===== config.mk =====
export PLATFORM = sky130hd
export DESIGN_NAME = window_stack_hit_test_top
export DESIGN_NICKNAME = d
export VERILOG_FILES = /design/src/hdl/wsht_pkg.sv /design/src/hdl/window_stack_hit_test_top.sv /design/src/hdl/wsht_ctrl.sv /design/src/hdl/wsht_datapath.sv
export SDC_FILE = /design/constraint.sdc
export NUM_CORES = 1
export LEC_CHECK = 0
export BUFFER_PORTS_ARGS = -buffer_cell sky130_fd_sc_hd__buf_2
export CAP_MARGIN = 10
export CELL_PAD_IN_SITES_DETAIL_PLACEMENT = 1
export CELL_PAD_IN_SITES_GLOBAL_PLACEMENT = 1
export CORE_ASPECT_RATIO = 0.9
export CORE_MARGIN = 2
export CORE_UTILIZATION = 40
export DETAILED_ROUTE_END_ITERATION = 10
export GPL_TIMING_DRIVEN = 0
export PLACE_DENSITY = 0.75
export SLEW_MARGIN = 20
export SYNTH_ARGS = -nofsm -noshare
export SYNTH_HDL_FRONTEND = slang
export SYNTH_SLANG_ARGS = --single-unit

===== constraint.sdc =====
create_clock -name clk -period 4.85 [get_ports clk]
set_input_delay 0.485 -clock clk [delete_from_list [all_inputs] [get_ports clk]]
set_output_delay 0.485 -clock clk [all_outputs]
set_load 0.02 [all_outputs]

===== src/hdl/wsht_pkg.sv =====
// Shared types and constants for the window stack hit test block.
// Used by the controller, the datapath and the top level; depends on nothing.
`timescale 1ns / 1ps
`default_nettype none

package wsht_pkg;

	// Default sizing, handed down from the top level parameters.
	localparam int MAX_WINDOWS_DEF = 16;
	localparam int COORD_BITS_DEF  = 12;

	// Fixed field widths at the ports.
	localparam int PORT_COORD_W = 12;
	localparam int ID_W         = 5;

	// Request kinds carried on the mode field.
	localparam logic MODE_LOAD  = 1'b0;
	localparam logic MODE_CLICK = 1'b1;

	typedef struct packed {
		logic load;
		logic click;
		logic scan_step;
		logic take_hit;
		logic move_step;
		logic move_final;
		logic out_load;
	} cmd_t;

	typedef struct packed {
		logic empty;
		logic hit;
		logic scan_miss;
		logic move_done;
	} status_t;

endpackage

`default_nettype wire


===== src/hdl/window_stack_hit_test_top.sv =====
// Top level of the window stack hit test block.
// Instantiates wsht_ctrl and wsht_datapath; uses wsht_pkg.
`timescale 1ns / 1ps
`default_nettype none

// Keeps a stack of up to MAX_WINDOWS rectangles in a table with one read
// and one write port and answers click requests with the id of the topmost
// rectangle that contains the point, bounds inclusive, rotating that
// rectangle to the top while the others keep their order. A load request
// appends a rectangle and returns nothing; loads past capacity are dropped.
// A click request returns one result: hit with its id, or hit low and id
// zero. A click on an empty stack skips the scan. The table memory moves
// one entry per cycle in both the scan, which reads from the top down to
// the hit (all entries on a miss), and the rotation, which shifts the
// entries above the hit down. One request is handled at a time and the
// input stays stalled until the result is handed to the output register,
// so an earlier result still held there adds its wait. A finished result
// waits in the output register while the next request is taken.
module window_stack_hit_test_top #(
	parameter int MAX_WINDOWS = wsht_pkg::MAX_WINDOWS_DEF,
	parameter int COORD_BITS  = wsht_pkg::COORD_BITS_DEF
) (
	input  logic                              clk,
	input  logic                              arst_n,
	input  logic                              in_valid,
	output logic                              in_stall,
	input  logic                              mode,
	input  logic [wsht_pkg::PORT_COORD_W-1:0] left_edge,
	input  logic [wsht_pkg::PORT_COORD_W-1:0] bottom_edge,
	input  logic [wsht_pkg::PORT_COORD_W-1:0] right_edge,
	input  logic [wsht_pkg::PORT_COORD_W-1:0] top_edge,
	input  logic [wsht_pkg::PORT_COORD_W-1:0] point_x,
	input  logic [wsht_pkg::PORT_COORD_W-1:0] point_y,
	output logic                              out_valid,
	input  logic                              out_stall,
	output logic                              hit,
	output logic [wsht_pkg::ID_W-1:0]         window_id
);
	import wsht_pkg::*;

	cmd_t    cmd;
	status_t status;

	wsht_ctrl u_ctrl (
		.clk       (clk),
		.arst_n    (arst_n),
		.in_valid  (in_valid),
		.in_stall  (in_stall),
		.mode      (mode),
		.out_valid (out_valid),
		.out_stall (out_stall),
		.status    (status),
		.cmd       (cmd)
	);

	wsht_datapath #(
		.MAX_WINDOWS (MAX_WINDOWS),
		.COORD_BITS  (COORD_BITS)
	) u_dp (
		.clk         (clk),
		.arst_n      (arst_n),
		.cmd         (cmd),
		.status      (status),
		.left_edge   (left_edge),
		.bottom_edge (bottom_edge),
		.right_edge  (right_edge),
		.top_edge    (top_edge),
		.point_x     (point_x),
		.point_y     (point_y),
		.hit         (hit),
		.window_id   (window_id)
	);

endmodule

`default_nettype wire


===== src/hdl/wsht_ctrl.sv =====
// Controller state machine for the window stack hit test block.
// Sequences load, scan, rotate and result delivery; uses wsht_pkg.
`timescale 1ns / 1ps
`default_nettype none

module wsht_ctrl (
	input  logic             clk,
	input  logic             arst_n,
	input  logic             in_valid,
	output logic             in_stall,
	input  logic             mode,
	output logic             out_valid,
	input  logic             out_stall,
	input  wsht_pkg::status_t status,
	output wsht_pkg::cmd_t    cmd
);
	import wsht_pkg::*;

	localparam logic [1:0] ST_IDLE = 2'd0;
	localparam logic [1:0] ST_SCAN = 2'd1;
	localparam logic [1:0] ST_MOVE = 2'd2;
	localparam logic [1:0] ST_OUT  = 2'd3;

	logic [1:0] state_q;
	logic [1:0] state_d;
	logic       out_valid_q;

	assign in_stall  = (state_q != ST_IDLE);
	assign out_valid = out_valid_q;

	always_comb begin
		cmd     = '0;
		state_d = state_q;
		unique case (state_q)
			ST_IDLE: begin
				if (in_valid) begin
					if (mode == MODE_LOAD) begin
						cmd.load = 1'b1;
					end else begin
						cmd.click = 1'b1;
						state_d   = status.empty ? ST_OUT : ST_SCAN;
					end
				end
			end
			ST_SCAN: begin
				priority if (status.hit) begin
					cmd.take_hit = 1'b1;
					state_d      = ST_MOVE;
				end else if (status.scan_miss) begin
					state_d = ST_OUT;
				end else begin
					cmd.scan_step = 1'b1;
				end
			end
			ST_MOVE: begin
				if (status.move_done) begin
					cmd.move_final = 1'b1;
					state_d        = ST_OUT;
				end else begin
					cmd.move_step = 1'b1;
				end
			end
			ST_OUT: begin
				// The result waits here until the output register is free.
				if (!out_valid_q || !out_stall) begin
					cmd.out_load = 1'b1;
					state_d      = ST_IDLE;
				end
			end
			default: begin
				state_d = ST_IDLE;
			end
		endcase
	end

	always_ff @(posedge clk or negedge arst_n) begin
		if (!arst_n) begin
			state_q     <= ST_IDLE;
			out_valid_q <= 1'b0;
		end else begin
			state_q <= state_d;
			if (cmd.out_load) begin
				out_valid_q <= 1'b1;
			end else if (!out_stall) begin
				out_valid_q <= 1'b0;
			end
		end
	end

endmodule

`default_nettype wire


===== src/hdl/wsht_datapath.sv =====
// Datapath for the window stack hit test block: the window table memory,
// the scan and rotate address counters, the containment compare and result
// registers. Driven by wsht_ctrl through wsht_pkg command and status structs.
`timescale 1ns / 1ps
`default_nettype none

module wsht_datapath #(
	parameter int MAX_WINDOWS = wsht_pkg::MAX_WINDOWS_DEF,
	parameter int COORD_BITS  = wsht_pkg::COORD_BITS_DEF
) (
	input  logic                              clk,
	input  logic                              arst_n,
	input  wsht_pkg::cmd_t                    cmd,
	output wsht_pkg::status_t                 status,
	input  logic [wsht_pkg::PORT_COORD_W-1:0] left_edge,
	input  logic [wsht_pkg::PORT_COORD_W-1:0] bottom_edge,
	input  logic [wsht_pkg::PORT_COORD_W-1:0] right_edge,
	input  logic [wsht_pkg::PORT_COORD_W-1:0] top_edge,
	input  logic [wsht_pkg::PORT_COORD_W-1:0] point_x,
	input  logic [wsht_pkg::PORT_COORD_W-1:0] point_y,
	output logic                              hit,
	output logic [wsht_pkg::ID_W-1:0]         window_id
);
	import wsht_pkg::*;

	localparam int IDX_W = (MAX_WINDOWS > 1) ? $clog2(MAX_WINDOWS) : 1;
	localparam int CNT_W = $clog2(MAX_WINDOWS + 1);

	typedef logic [COORD_BITS-1:0] coord_t;

	typedef struct packed {
		coord_t          left;
		coord_t          bottom;
		coord_t          right;
		coord_t          top;
		logic [ID_W-1:0] id;
	} entry_t;

	entry_t           mem [MAX_WINDOWS];
	entry_t           rd_s1;
	entry_t           moved_q;
	logic             rd_vld_s1;
	logic [IDX_W-1:0] rd_idx_s1;
	logic [CNT_W-1:0] cnt_q;
	logic [CNT_W-1:0] cnt_m1;
	logic [CNT_W-1:0] k_q;
	logic [IDX_W-1:0] j_q;
	logic             more_q;
	coord_t           px_q;
	coord_t           py_q;
	logic             res_hit_q;
	logic [ID_W-1:0]  res_id_q;

	logic             we;
	logic [IDX_W-1:0] waddr;
	entry_t           wdata;
	logic             re;
	logic [IDX_W-1:0] raddr;
	logic             full;
	logic             holds;

	assign full   = (cnt_q == CNT_W'(MAX_WINDOWS));
	assign cnt_m1 = cnt_q - 1'b1;
	assign holds  = (px_q >= rd_s1.left) && (px_q <= rd_s1.right) &&
	                (py_q >= rd_s1.bottom) && (py_q <= rd_s1.top);

	assign status.empty     = (cnt_q == '0);
	assign status.hit       = rd_vld_s1 && holds;
	assign status.scan_miss = rd_vld_s1 && !holds && (rd_idx_s1 == '0);
	assign status.move_done = (k_q == cnt_q) && !rd_vld_s1;

	// One write port shared by appends, the rotate shift and the final
	// placement of the hit entry on top; these never overlap in time.
	always_comb begin
		we    = 1'b0;
		waddr = '0;
		wdata = rd_s1;
		if (cmd.load && !full) begin
			we          = 1'b1;
			waddr       = cnt_q[IDX_W-1:0];
			wdata.left   = COORD_BITS'(left_edge);
			wdata.bottom = COORD_BITS'(bottom_edge);
			wdata.right  = COORD_BITS'(right_edge);
			wdata.top    = COORD_BITS'(top_edge);
			wdata.id     = ID_W'(32'(cnt_q) + 32'd1);
		end else if (cmd.move_step && rd_vld_s1) begin
			we    = 1'b1;
			waddr = rd_idx_s1 - 1'b1;
			wdata = rd_s1;
		end else if (cmd.move_final) begin
			we    = 1'b1;
			waddr = cnt_m1[IDX_W-1:0];
			wdata = moved_q;
		end
	end

	always_comb begin
		re    = 1'b0;
		raddr = j_q;
		if (cmd.scan_step && more_q) begin
			re    = 1'b1;
			raddr = j_q;
		end else if (cmd.move_step && (k_q != cnt_q)) begin
			re    = 1'b1;
			raddr = k_q[IDX_W-1:0];
		end
	end

	always_ff @(posedge clk) begin
		if (we) begin
			mem[waddr] <= wdata;
		end
		if (re) begin
			rd_s1 <= mem[raddr];
		end
	end

	always_ff @(posedge clk or negedge arst_n) begin
		if (!arst_n) begin
			cnt_q     <= '0;
			k_q       <= '0;
			j_q       <= '0;
			more_q    <= 1'b0;
			rd_vld_s1 <= 1'b0;
			rd_idx_s1 <= '0;
		end else begin
			if (cmd.load && !full) begin
				cnt_q <= cnt_q + 1'b1;
			end
			if (cmd.click) begin
				j_q       <= cnt_m1[IDX_W-1:0];
				more_q    <= (cnt_q != '0);
				rd_vld_s1 <= 1'b0;
			end
			// Scan walks down from the top entry, one read per cycle.
			if (cmd.scan_step) begin
				if (more_q) begin
					rd_vld_s1 <= 1'b1;
					rd_idx_s1 <= j_q;
					if (j_q == '0) begin
						more_q <= 1'b0;
					end else begin
						j_q <= j_q - 1'b1;
					end
				end else begin
					rd_vld_s1 <= 1'b0;
				end
			end
			if (cmd.take_hit) begin
				k_q       <= CNT_W'(rd_idx_s1) + 1'b1;
				rd_vld_s1 <= 1'b0;
			end
			// Rotate: read entry k and write it one slot lower in the next cycle.
			if (cmd.move_step) begin
				if (k_q != cnt_q) begin
					rd_vld_s1 <= 1'b1;
					rd_idx_s1 <= k_q[IDX_W-1:0];
					k_q       <= k_q + 1'b1;
				end else begin
					rd_vld_s1 <= 1'b0;
				end
			end
		end
	end

	always_ff @(posedge clk) begin
		if (cmd.click) begin
			px_q      <= COORD_BITS'(point_x);
			py_q      <= COORD_BITS'(point_y);
			res_hit_q <= 1'b0;
			res_id_q  <= '0;
		end
		if (cmd.take_hit) begin
			moved_q   <= rd_s1;
			res_hit_q <= 1'b1;
			res_id_q  <= rd_s1.id;
		end
		if (cmd.out_load) begin
			hit       <= res_hit_q;
			window_id <= res_id_q;
		end
	end

endmodule

`default_nettype wire


Word-level counts from Yosys, hierarchy flattened
Memory sizes are Yosys's and may differ from the RTL's. A register that Yosys moved wholly into a read port is not among the register bits.
Cells that the tools add are included.
- add/sub/neg operators: 7
- order comparisons: 4
- equality and inequality tests: 12
- muxes and demuxes: 61
- reductions and logical operators: 26
- operator list (cell ; count):
    two-way mux 53 bit ; 3
    two-way mux 4 bit ; 13
    two-way mux 1 bit ; 28
    two-way mux 5 bit ; 5
    >= comparator 12 bit ; 2
    <= comparator 12 bit ; 2
    two-way mux 2 bit ; 11
    adder 5 x 1 -> 5 bit, second input constant ; 3
    subtractor 4 x 1 -> 4 bit, second input constant ; 3
    logical AND 1 bit ; 11
    zero test 4 bit ; 2
    case mux 2 bit (4 select lines) ; 1
    != test 2 bit, second input constant ; 3
    adder 4 x 1 -> 5 bit, second input constant ; 1
    equality test 5 bit ; 1
    equality test 5 bit, second input constant ; 1
    zero test 1 bit ; 5
    zero test 5 bit ; 1
    != test 5 bit ; 1
    AND reduction 5 bit ; 1
    nonzero test 5 bit ; 1
    equality test 2 bit, second input constant ; 2
    != test 2 x 1 -> 1 bit, second input constant ; 2
    nonzero test 2 bit ; 2
    5 further kinds ; 5
- bits in registers: 112
- bits in writable memories: 848
- bits of input ports: 77
- output and inout bits: 8
- memories: 1
- memory list (memory ; depth ; bits a word ; read ports ; clocked after Yosys merged registers in ; write ports ; RTL line ; text):
    u_dp.mem ; 16 ; 53 ; 1 ; 1 ; 1 ; wsht_datapath.sv:39 ; entry_t mem [MAX_WINDOWS];

Logic depth before layout (Yosys ltp)
- word-level depth: 13
- depth in mapped cells: 16
- gate-level depth less buffers: 12

Cells and area by module
From an unflattened synthesis, not the netlist that was laid out.
- cells, all modules: 2419
- area total of the unflattened synthesis: 40416.3 um^2
- modules (own cells, without submodules) (module ; instances ; cells each ; area each (um^2)):
    wsht_datapath ; 1 ; 2390 ; 40137.2
    wsht_ctrl ; 1 ; 29 ; 279.0

Least setup slack after synthesis
No wires, ideal clock.
- path kind: reg2reg
- start: register u_dp.k_q[3]
- end: memory u_dp.mem[7][0] in the netlist's numbering, enable pin
- library setup time: 0.464 ns
- data arrival time: 4.383 ns
- required time: 4.386 ns
- path slack: 0.003 ns
- stages on the path, launching flop included: 12
- period minus slack after synthesis: 4.847 ns
- cells stage by stage: dfrtp_1 > clkbuf_1 > xor2_1 > nor4_1 > nand2_1 > nor2_1 > nand2_1 > clkbuf_1 > o22ai_1 > a21o_1 > nand2_1 > nor2_1
- word-level cells in the longest chain between the ends: 9
- elaborated cells on any way between the ends: 14
- those cells by class: eq/ne: 1; mux: 11; reduce/logical: 2
- ends and longest elaborated chain (what ; RTL line ; text):
    from (decl) ; wsht_datapath.sv:46 ; logic [CNT_W-1:0] k_q;
    from (signal assigned) ; wsht_datapath.sv:150 ; k_q <= CNT_W'(rd_idx_s1) + 1'b1;
    from (signal assigned) ; wsht_datapath.sv:158 ; k_q <= k_q + 1'b1;
    equality test 5 bit (*) ; wsht_datapath.sv:70 ; assign status.move_done = (k_q == cnt_q) && !rd_vld_s1;
    logical AND 1 bit (*) ; wsht_datapath.sv:70 ;
    two-way mux 1 bit ; wsht_ctrl.sv:56 ; if (status.move_done) begin
    two-way mux 2 bit (*) ; wsht_ctrl.sv:34 ; unique case (state_q)
    two-way mux 1 bit / logical AND 1 bit (equally long branches) ; wsht_datapath.sv:90, wsht_datapath.sv:86 ;
    two-way mux 1 bit ; wsht_datapath.sv:86 ; end else if (cmd.move_step && rd_vld_s1) begin
    two-way mux 1 bit ; wsht_datapath.sv:78 ; if (cmd.load && !full) begin
    two-way mux 1 bit ; wsht_datapath.sv:110 ; if (we) begin
    two-way mux 1 bit (implied by the code) ; wsht_datapath.sv:111 ; mem[waddr] <= wdata;
    to (decl) ; wsht_datapath.sv:39 ;
Mark *: on every way between the ends. The rest lies on a longest branch, timed or not.

Final worst setup path
- start: register u_dp.py_q[0]
- end: register u_dp.rd_s1[0] (netlist name)
- word-level cells in the longest chain between the ends: 11
- elaborated cells on any way between the ends: 14
- those cells by class: order compare: 2; mux: 5; reduce/logical: 7
- ends and longest elaborated chain (what ; RTL line ; text):
    from (decl) ; wsht_datapath.sv:50 ; coord_t py_q;
    from (signal assigned) ; wsht_datapath.sv:169 ; py_q <= COORD_BITS'(point_y);
    >= comparator 12 bit ; wsht_datapath.sv:65 ; (py_q >= rd_s1.bottom) && (py_q <= rd_s1.top);
    logical AND 1 bit ; wsht_datapath.sv:64 ; assign holds = (px_q >= rd_s1.left) && (px_q <= rd_s1.right) &&
    logical AND 1 bit (*) ; wsht_datapath.sv:65 ;
    zero test 1 bit ; wsht_datapath.sv:69 ; assign status.scan_miss = rd_vld_s1 && !holds && (rd_idx_s1 == '0);
    logical AND 1 bit (2 in series) ; wsht_datapath.sv:69 ;
    two-way mux 1 bit ; wsht_ctrl.sv:49 ; end else if (status.scan_miss) begin
    two-way mux 1 bit (*) ; wsht_ctrl.sv:46 ; priority if (status.hit) begin
    two-way mux 2 bit (*) ; wsht_ctrl.sv:34 ;
    logical AND 1 bit (*) ; wsht_datapath.sv:100 ; if (cmd.scan_step && more_q) begin
    two-way mux 4 bit / two-way mux 1 bit (equally long branches) ; wsht_datapath.sv:100 ;
Marks and branches as above.
A chain may end at the register's enable or synchronous reset.

==> flow_metrics.py <==
metrics = {
    "placement": {
        "post-dp-hpwl_um": 86000,
        "io_buffers": 84,
        "place_ws_ns": -0.861,
        "gp_congestion": 0.895,
    },
    "routing": {
        "first_iter_violations": 3852,
        "vias": 24934,
        "route.met3.wl_um": 15200,
        "top_layer": "met5",
        "wl_met2_um": 62400,
        "drt-met1-wl_um": 52800,
        "drc": 0,
        "routed_wl_um": 135000,
        "routedWlPerCell_um": 32.8,
        "vias_per_cell": 6.04,
        "drtAntennaViolNets": 0,
        "dr.pass1.iters": 6,
    },
    "status": {
        "violations": "negative setup slack",
        "status": "complete, but fails checks",
    },
    "sta": {
        "finalSetupViolations": 2,
        "tightest_slew_ns": 1.18,
        "period_share": 1.00,
        "finalWorstSetupSlack_ns": -0.00748,
        "finalHoldViolations": 0,
        "holdWs_ns": 0.0163,
        "max_freq_mhz": 206,
        "period_minus_slack_ns": 4.86,
        "slew_viol_final": 0,
        "timing.slew.headroom": 0.211,
        "rsz0062_at_grt": "true",
        "fin_skew_ns": 0.0695,
    },
    "die": {
        "coreArea_um2": 102000,
        "num_rows": 111,
        "io_pins": 85,
        "dieArea_um2": 105000,
        "initial_core_util": 0.402,
        "dieHeight_um": 307,
        "die_width_um": 341,
    },
    "setup_path": {
        "endpoint_kind": "flip-flop",
        "worst_ep_required_time_ns": 5.24,
        "arrival_ns": 5.24,
        "worstSetupStartpointType": "flip-flop",
        "critPathKind": "reg2reg",
        "r2r_setup_slack_ns": -0.007,
        "critPathMaxFanout": 10,
    },
    "finish": {
        "layout-drive-gt1-share": 0.186,
        "fillers": 9563,
        "fin_nets": 2830,
        "mostFrequentLayoutCells": "989 x edfxtp_1, 459 x mux2i_1, 215 x o22ai_1",
        "mostFrequentLayoutCell": "edfxtp_1",
        "area_growth_pct": 19.7,
    },
    "global_route": {
        "grt_pass1_wl_um": 187000,
        "overflow": 0,
        "antenna_found_initial": 7,
        "grt_pass1_vias": 25656,
        "grtUsageTotal": 0.251,
        "grt_max_degree": 34,
    },
    "synthesis": {
        "synthCells": 2397,
        "synth_area_um2": 40800,
        "synth_top_area_share": 0.728,
        "ys.flop_type": "edfxtp_1",
        "ys_top_cells_by_area": "edfxtp_1 73%, mux2i_1 12%, o22ai_1 3.3%",
        "ys_ff_latch": 1013,
        "syn-num-nets": 2535,
        "yosys.area.top_type": "edfxtp_1",
        "synth-edff-count": 989,
        "synth_warnings": 0,
        "synth.distinct_cells": 62,
        "syn_area_per_cell_um2": 17.0,
        "synthArstFlopShare": 0.0227,
        "synth-seq-area-share": 0.743,
    },
    "power_and_ir_drop": {
        "peakVddDrop_mv": 0.368,
        "p_per_area_nw_per_um2": 747,
        "leakagePower_nw": 17.5,
    },
    "clock_network": {
        "cts_buffers": 99,
        "clock_latency_ns": 0.71,
        "root_buffer": "clkbuf_16",
        "clock_path_buffers": 3,
        "cts_tree": "done",
        "clk_pin_slew_ns": 0.07,
        "htree_levels": 3,
        "cts_sinks": 1013,
    },
    "run": {
        "cap_violations": 0,
    },
    "worst_hold_path": {
        "min_path_type": "in2reg",
    },
}
Yosys cell counts, types with 2 or more instances:
cell	n
a21boi_0	2
ha_1	61
o211ai_1	5
o221ai_1	2
nor3_1	7
clkbuf_1	37
a21oi_4	7
nand2b_1	2
a211oi_1	3
nor2_1	42
nand4_1	7
and2_1	7
nor4_1	5
or4_1	53
xnor2_1	11
inv_1	60
or2_2	2
o21bai_1	2
a22oi_1	2
o21ai_1	3
a21o_1	6
a21oi_1	31
nand2_1	108
nor2b_1	10
o21ai_0	69
dfrtp_1	23
and4_1	2
mux2i_1	474
buf_2	39
a31oi_1	11
edfxtp_1	989
nor3b_1	4
nand3_1	12
buf_4	7
o21a_1	2
buf_6	36
buf_1	5
a211o_1	2
o22ai_1	216
xor2_1	9
timing repair:
action	CTS	global route
setup buffers	14	33
hold buffers	4	0
pin swaps	5	17
gates cloned	1	6
resized for setup	66	109
hold endpoints to repair	26	0
setup endpoints to repair	820	907
through the flow:
step / utilization / power, mW / TNS, ns / area, um2 / std cells
2_1_floorplan: - / 21.5 / 0 / 40800 / 2397
3_3_place_gp: 0.423 / 25.8 / -4020.60 / 42900 / 3837
3_5_place_dp: 0.437 / 26.9 / -207.97 / 44400 / 3892
4_1_cts: 0.472 / 35.0 / -0.132 / 48000 / 4093
5_1_grt: 0.481 / 37.5 / -5.24 / 48800 / 4129
6_report: 0.481 / 36.5 / -0.0101 / 48800 / 4130
cell type report:
type / count / area, um2 / area share
antenna: 1 / 2.50 / 0.0000512
buffer: 121 / 1140 / 0.0234
clock buffer: 113 / 2530 / 0.0518
clock inverter: 69 / 651 / 0.0133
inverter: 61 / 233 / 0.00477
multi-input combinational: 1199 / 9910 / 0.203
sequential: 1013 / 30300 / 0.620
tap: 1356 / 1700 / 0.0347
timing repair buffer: 197 / 2380 / 0.0488
logic make-up after synthesis:
kind of cell	Yosys count	synth area share
adders and majority gates	61	0.0187
muxes	474	0.116
DFF	1013	0.743
and+or+nand+nor	267	0.0333
xor gates and xnor gates	20	0.00429
AOI/OAI and AO/OA	377	0.0594
buffers and inverters	185	0.0255
metal layers:
metal	up-vias	global-route usage
met5	-	0
met4	2	0.0957
met3	292	0.0529
met2	1622	0.391
met1	12905	0.346
li1	10113	-
registers in the layout, indices dropped and copies added, names as in the netlist, 2 cells and up:
signal,cells
u_dp.mem,848
u_dp.moved_q,53
u_dp.rd_s1,53
u_dp.px_q,12
u_dp.py_q,12
u_dp.cnt_q,5
u_dp.k_q,5
u_dp.res_id_q,5
u_dp.window_id,5
u_dp.j_q,4
u_dp.rd_idx_s1,4
u_ctrl.state_q,2
worst max-delay path: stages (launching register included):
cell       delay, ns
edfxtp_1        0.42
inv_4           0.15
ha_1            0.27
nor3b_2         0.20
o21ai_2         0.09
a2111oi_4       0.45
a211oi_4        0.12
a311o_2         0.47
or2_1           0.22
buf_4           0.17
a311oi_4        0.31
buf_6           0.18
buf_12          0.18
buf_16          0.17
buf_12          0.18
mux2i_1         0.25
o22ai_1         0.15
or4_1           0.55
power breakdown:
group / total, mW / internal (mW) / switching [mW]
clock: 7.69 / 4.25 / 3.45
sequential: 13.1 / 12.5 / 0.579
combinational: 15.7 / 5.84 / 9.90
total: 36.5 / 22.6 / 13.9
worst paths after layout:
kind                             startpoint                end  cells past startpoint
max reg2reg                    u_dp.py_q[0]      u_dp.rd_s1[0]                     17
max                            u_dp.py_q[0]      u_dp.rd_s1[0]                     17
max in group asynchronous            arst_n  u_ctrl.state_q[0]                      2
min in group asynchronous            arst_n      u_dp.cnt_q[3]                      2
min                              point_x[9]       u_dp.px_q[9]                      1
min reg2reg                u_dp.res_id_q[2]  u_dp.window_id[2]                      0
Note: power is estimated with default switching activity, not from simulation.
